<file path="config.mk">
export PLATFORM = sky130hd
export DESIGN_NAME = ipfr_ctrl
export DESIGN_NICKNAME = d
export VERILOG_FILES = /design/src/hw/rtl/ipfr_pkg.sv /design/src/hw/rtl/ipfr_ctrl.sv
export SDC_FILE = /design/constraint.sdc
export NUM_CORES = 1
export LEC_CHECK = 0
export BUFFER_PORTS_ARGS = -buffer_cell sky130_fd_sc_hd__buf_2
export CORE_AREA = 2 2 39 41
export DETAILED_ROUTE_END_ITERATION = 8
export DIE_AREA = 0 0 41 43
export GPL_TIMING_DRIVEN = 0
export SYNTH_ARGS = -nofsm -noshare
export SYNTH_HDL_FRONTEND = slang
export SYNTH_SLANG_ARGS = --single-unit
</file>
<file path="constraint.sdc">
create_clock -name clk_i -period 2.1 [get_ports clk_i]
set_input_delay 0.315 -clock clk_i [delete_from_list [all_inputs] [get_ports clk_i]]
set_output_delay 0.315 -clock clk_i [all_outputs]
set_load 0.05 [all_outputs]
</file>
<file path="src/hw/rtl/ipfr_pkg.sv">
`timescale 1ns / 1ps
// ----------------------------------------------------------------------------
// ipfr_pkg: shared types and constants of the fragment reassembly tracker
// request/response payloads, controller states, datapath commands and status
// ----------------------------------------------------------------------------
package ipfr_pkg;

  // defaults for the top-level parameters
  localparam int unsigned SlotsDef      = 8;
  localparam int unsigned HolesDef      = 8;
  localparam int unsigned MaxPayloadDef = 65536;

  // hole bounds reach at most 2^16; positions are one bit wider than the size field
  localparam int unsigned PosW     = 18;
  localparam int unsigned SizeW    = 17;
  localparam int unsigned CfgIdxW  = 1;
  localparam int unsigned CfgDataW = 32;

  localparam logic [CfgIdxW-1:0] CFG_MAX_AGE      = 1'd0;
  localparam logic [CfgIdxW-1:0] CFG_SLOTS_IN_USE = 1'd1;

  localparam logic [31:0] MaxAgeRst     = 32'd1000000;
  localparam logic [3:0]  SlotsInUseRst = 4'd8;
  localparam logic [15:0] HdrBytes      = 16'd20;

  typedef enum logic [1:0] {
    ST_UNFRAG   = 2'd0,
    ST_PENDING  = 2'd1,
    ST_COMPLETE = 2'd2,
    ST_REJECT   = 2'd3
  } frag_status_e;

  typedef struct packed {
    logic [47:0] arrival_usec;
    logic [31:0] source_addr;
    logic [31:0] dest_addr;
    logic [15:0] ident;
    logic [7:0]  proto;
    logic        more_fragments;
    logic [12:0] frag_offset_units;
    logic [15:0] total_length;
  } frag_req_t;

  typedef struct packed {
    frag_status_e status;
    logic [2:0]   slot;
    logic [15:0]  place_offset;
    logic [15:0]  place_length;
    logic [16:0]  total_size;
  } frag_rsp_t;

  typedef enum logic [3:0] {
    CMD_NONE,
    CMD_LOAD,
    CMD_RELEASE,
    CMD_CHECK,
    CMD_EVICT,
    CMD_SEARCH,
    CMD_ALLOC,
    CMD_HOLE_READ,
    CMD_HOLE_PROC,
    CMD_HOLE_SPLIT,
    CMD_COMMIT,
    CMD_EMIT
  } dp_cmd_e;

  typedef struct packed {
    logic early_exit;
    logic evict_need;
    logic search_end;
    logic search_match;
    logic no_free;
    logic hole_more;
    logic hole_split;
    logic out_busy;
  } dp_stat_t;

  typedef enum logic [3:0] {
    S_IDLE,
    S_RELEASE,
    S_CHECK,
    S_EVICT,
    S_SEARCH,
    S_ALLOC,
    S_HOLE_READ,
    S_HOLE_PROC,
    S_HOLE_SPLIT,
    S_COMMIT,
    S_FINISH
  } ctrl_state_e;

endpackage

</file>
<file path="src/hw/rtl/ipfr_ctrl.sv">
`timescale 1ns / 1ps
// ----------------------------------------------------------------------------
// ipfr_ctrl: sequencer of the fragment reassembly tracker
// steps one request through release, eviction, search, hole walk and result
// ----------------------------------------------------------------------------
module ipfr_ctrl (
  input  logic               clk_i,
  input  logic               rst_ni,
  input  logic               in_valid_i,
  output logic               in_ready_o,
  input  ipfr_pkg::dp_stat_t stat_i,
  output ipfr_pkg::dp_cmd_e  cmd_o
);
  import ipfr_pkg::*;

  ctrl_state_e state_q, state_d;

  always_ff @(posedge clk_i or negedge rst_ni) begin
    if (!rst_ni) begin
      state_q <= S_IDLE;
    end else begin
      state_q <= state_d;
    end
  end

  always_comb begin
    state_d = state_q;
    unique case (state_q)
      S_IDLE:       if (in_valid_i) state_d = S_RELEASE;
      S_RELEASE:    state_d = S_CHECK;
      S_CHECK:      state_d = stat_i.early_exit ? S_FINISH : S_EVICT;
      S_EVICT:      if (!stat_i.evict_need) state_d = S_SEARCH;
      S_SEARCH: begin
        if (stat_i.search_end) begin
          state_d = S_ALLOC;
        end else if (stat_i.search_match) begin
          state_d = S_HOLE_READ;
        end
      end
      S_ALLOC:      state_d = stat_i.no_free ? S_FINISH : S_HOLE_READ;
      S_HOLE_READ:  state_d = stat_i.hole_more ? S_HOLE_PROC : S_COMMIT;
      S_HOLE_PROC:  state_d = stat_i.hole_split ? S_HOLE_SPLIT : S_HOLE_READ;
      S_HOLE_SPLIT: state_d = S_HOLE_READ;
      S_COMMIT:     state_d = S_FINISH;
      S_FINISH:     if (!stat_i.out_busy) state_d = S_IDLE;
      default:      state_d = S_IDLE;
    endcase
  end

  always_comb begin
    in_ready_o = 1'b0;
    cmd_o      = CMD_NONE;
    unique case (state_q)
      S_IDLE: begin
        in_ready_o = 1'b1;
        if (in_valid_i) cmd_o = CMD_LOAD;
      end
      S_RELEASE:    cmd_o = CMD_RELEASE;
      S_CHECK:      cmd_o = CMD_CHECK;
      S_EVICT:      if (stat_i.evict_need) cmd_o = CMD_EVICT;
      S_SEARCH:     if (!stat_i.search_end) cmd_o = CMD_SEARCH;
      S_ALLOC:      cmd_o = CMD_ALLOC;
      S_HOLE_READ:  if (stat_i.hole_more) cmd_o = CMD_HOLE_READ;
      S_HOLE_PROC:  cmd_o = CMD_HOLE_PROC;
      S_HOLE_SPLIT: cmd_o = CMD_HOLE_SPLIT;
      S_COMMIT:     cmd_o = CMD_COMMIT;
      S_FINISH:     if (!stat_i.out_busy) cmd_o = CMD_EMIT;
      default:      cmd_o = CMD_NONE;
    endcase
  end

endmodule

</file>
==> flow_summary.json <==
{
  "p_per_area_nw_per_um2": 1683,
  "relSlewSlack_pct": 83.86,
  "final_common_cell": "buf_2",
  "htreeDepth": 1,
  "utilization_pct": 45.12,
  "rsz0062_at_grt": "no",
  "synth-edff-count": 0,
  "tightestPinTransition_ns": 0.2412,
  "clock_path_buffers": 2,
  "routed_wl_um": 1248,
  "post_cts_buffers": 0,
  "syn_inst": 70,
  "start_kind": "flip-flop",
  "overflow": 0,
  "rr_worst_depth": 5,
  "vias": 576,
  "path_class": "flip-flop to output pin",
  "drtIter0Drc": 11,
  "max_freq_mhz": 510.8,
  "die_x_um": 41,
  "period_minus_slack_ns": 1.958,
  "largest_register_ffs": 4,
  "whs_path_depth": 2,
  "place_congestion": 0.8088,
  "wl_per_cell_um": 12.00,
  "timing.final.crit_share_pct": 93.22,
  "diodes": 0,
  "grt_start_max_net_pins": 19,
  "numCtsBuffers": 3,
  "ios": 16,
  "top_register": "state_q",
  "crit_required_ns": 1.78,
  "start_util_pct": 35.44,
  "crit_arrival_ns": 1.64,
  "dieArea_sq_um": 1763,
  "netlist_area_sq_um": 490.5,
  "setup_slack_ns": 0.1423,
  "syn_avg_cell_area_sq_um": 7.007,
  "drt-pass1-iter-count": 3,
  "status": "finished clean",
  "hold_path.class": "input pin to flip-flop",
  "p_total_w": 0.001051,
  "grtUsageTotal_pct": 17.20,
  "grt_pass1_wl_um": 2056,
  "core_sq_um": 1384,
  "leakage_nw": 0.2860,
  "io_buffers": 15,
  "synth_fp_nets": 81,
  "ys_warn_count": 0,
  "synth_xor_area_share_pct": 0,
  "synth_top_family_by_area": "compound AO/OA/AOI/OAI gates",
  "maxCapViolCount": 0,
  "cts.clk_slew.worst_paths_ns": 0.04,
  "r2r_setup_slack_ns": 0.44,
  "antenna_found_initial": 0,
  "hold_viol_final": 0,
  "synth_ff_type": "dfrtp_1",
  "most-common-layout-cells": "buf_2, nor2_1, a21oi_1",
  "cp-end-kind": "output pin",
  "synth_cell_types": 32,
  "cts_tree": "done",
  "whs_ns": 0.3517,
  "synth.yosys.seq_area_share_pct": 20.41,
  "drive_above_1_share_pct": 31.82,
  "clk_latency_ns": 0.24,
  "ys_ff_latch": 4,
  "hpwl_um": 986.4,
  "clk_root_buffer_cell": "clkbuf_4",
  "drc": 0,
  "tns_ns": 0,
  "drv_slew": 0,
  "placementRows": 14,
  "die-height_um": 43,
  "synth_fa_ha_area_share_pct": 0,
  "final_nets": 101,
  "dpl_worst_slack_ns": 0.1805,
  "synth-simple-area-share_pct": 28.57,
  "viasPerCell": 5.538,
  "max-vdd-ir-drop_v": 0.0006422,
  "setup_viol": 0,
  "reg_top3": "state_q x4",
  "clock_sinks": 4,
  "synthMuxAreaShare_pct": 0,
  "area_growth_pct": 27.30,
  "critPathMaxFanout": 10,
  "finClkSkew_ns": 0.00008427,
  "grt_pass1_vias": 499,
  "synth-compound-area-share_pct": 41.58,
  "synthArstFlopShare_pct": 100.0,
  "drtAntennaViolNets": 0
}
per-stage QoR:
stage	std cells	instance area (sq um)
2_1_floorplan	70	496.7
3_5_place_dp	101	591.8
5_1_grt	104	624.3
6_report	104	624.3
3_3_place_gp	101	591.8
4_1_cts	104	620.6
critical path, cell delays in order (launching register included):
cell,delay [ns]
dfrtp_1,0.46
buf_2,0.26
nor2_1,0.07
nor2_1,0.11
o211ai_1,0.09
a21oi_1,0.14
buf_2,0.27
routing by layer:
metal	wire length, um	global-route usage, %
met2	596	24.06
met4	5	6.000
met5	0	0
met3	47	6.283
met1	599	23.62
where the power goes:
group | switching (W) | total [W] | internal, W
Sequential | 0.0000284 | 0.000139 | 0.000110
Combinational | 0.000530 | 0.000815 | 0.000285
Clock | 0.0000331 | 0.0000971 | 0.0000640
Total | 0.000591 | 0.00105 | 0.000459
area by class of cell:
class / instances / area (sq um)
buffer: 5 / 31.28
fill: 148 / 759.5
inverter: 4 / 15.01
sequential: 4 / 100.1
tap: 16 / 20.02
clock buffer: 3 / 22.52
multi-input combinational: 56 / 350.3
timing repair buffer: 16 / 85.08
logic make-up (layout without fill, tap and decap cells):
logic type | Yosys count | after routing
compound gates | 29 | 29
flops | 4 | 4
simple gates | 27 | 27
buf+inv | 10 | 28
worst paths after layout:
check / from / end
worst max-delay path: state_q[3]$_DFFE_PN0P_ / cmd_o[0]
worst min-delay path: stat_i[6] / state_q[0]$_DFFE_PN0P_
worst max register to register: state_q[0]$_DFFE_PN0P_ / state_q[0]$_DFFE_PN0P_
worst min register to register: state_q[2]$_DFFE_PN0P_ / state_q[2]$_DFFE_PN0P_
max in group asynchronous: rst_ni / state_q[2]$_DFFE_PN0P_
min in group asynchronous: rst_ni / state_q[1]$_DFFE_PN0P_
synthesized netlist by cell type (2+ instances only):
master	instances	area share, %
a21o_1	2	3.1
a21oi_1	6	6.1
a31oi_1	2	2.6
a32oi_1	2	3.6
clkbuf_1	4	3.1
dfrtp_1	4	20
inv_1	3	2.3
nand2_1	5	3.8
nand2b_1	3	3.8
nor2_1	8	6.1
nor2b_1	5	6.4
nor3_1	2	2.0
o211ai_1	2	3.1
o21ai_0	4	4.1
what timing repair did:
| item | 4_1_cts | 5_1_grt |
|---|---|---|
| hold buffers | 1 | 0 |
| hold endpoints to repair | 4 | 0 |
| endpoints found under the setup margin | 1 | 3 |
| gates resized for setup | 0 | 7 |
No activity file was read; power rests on OpenSTA's default activity.
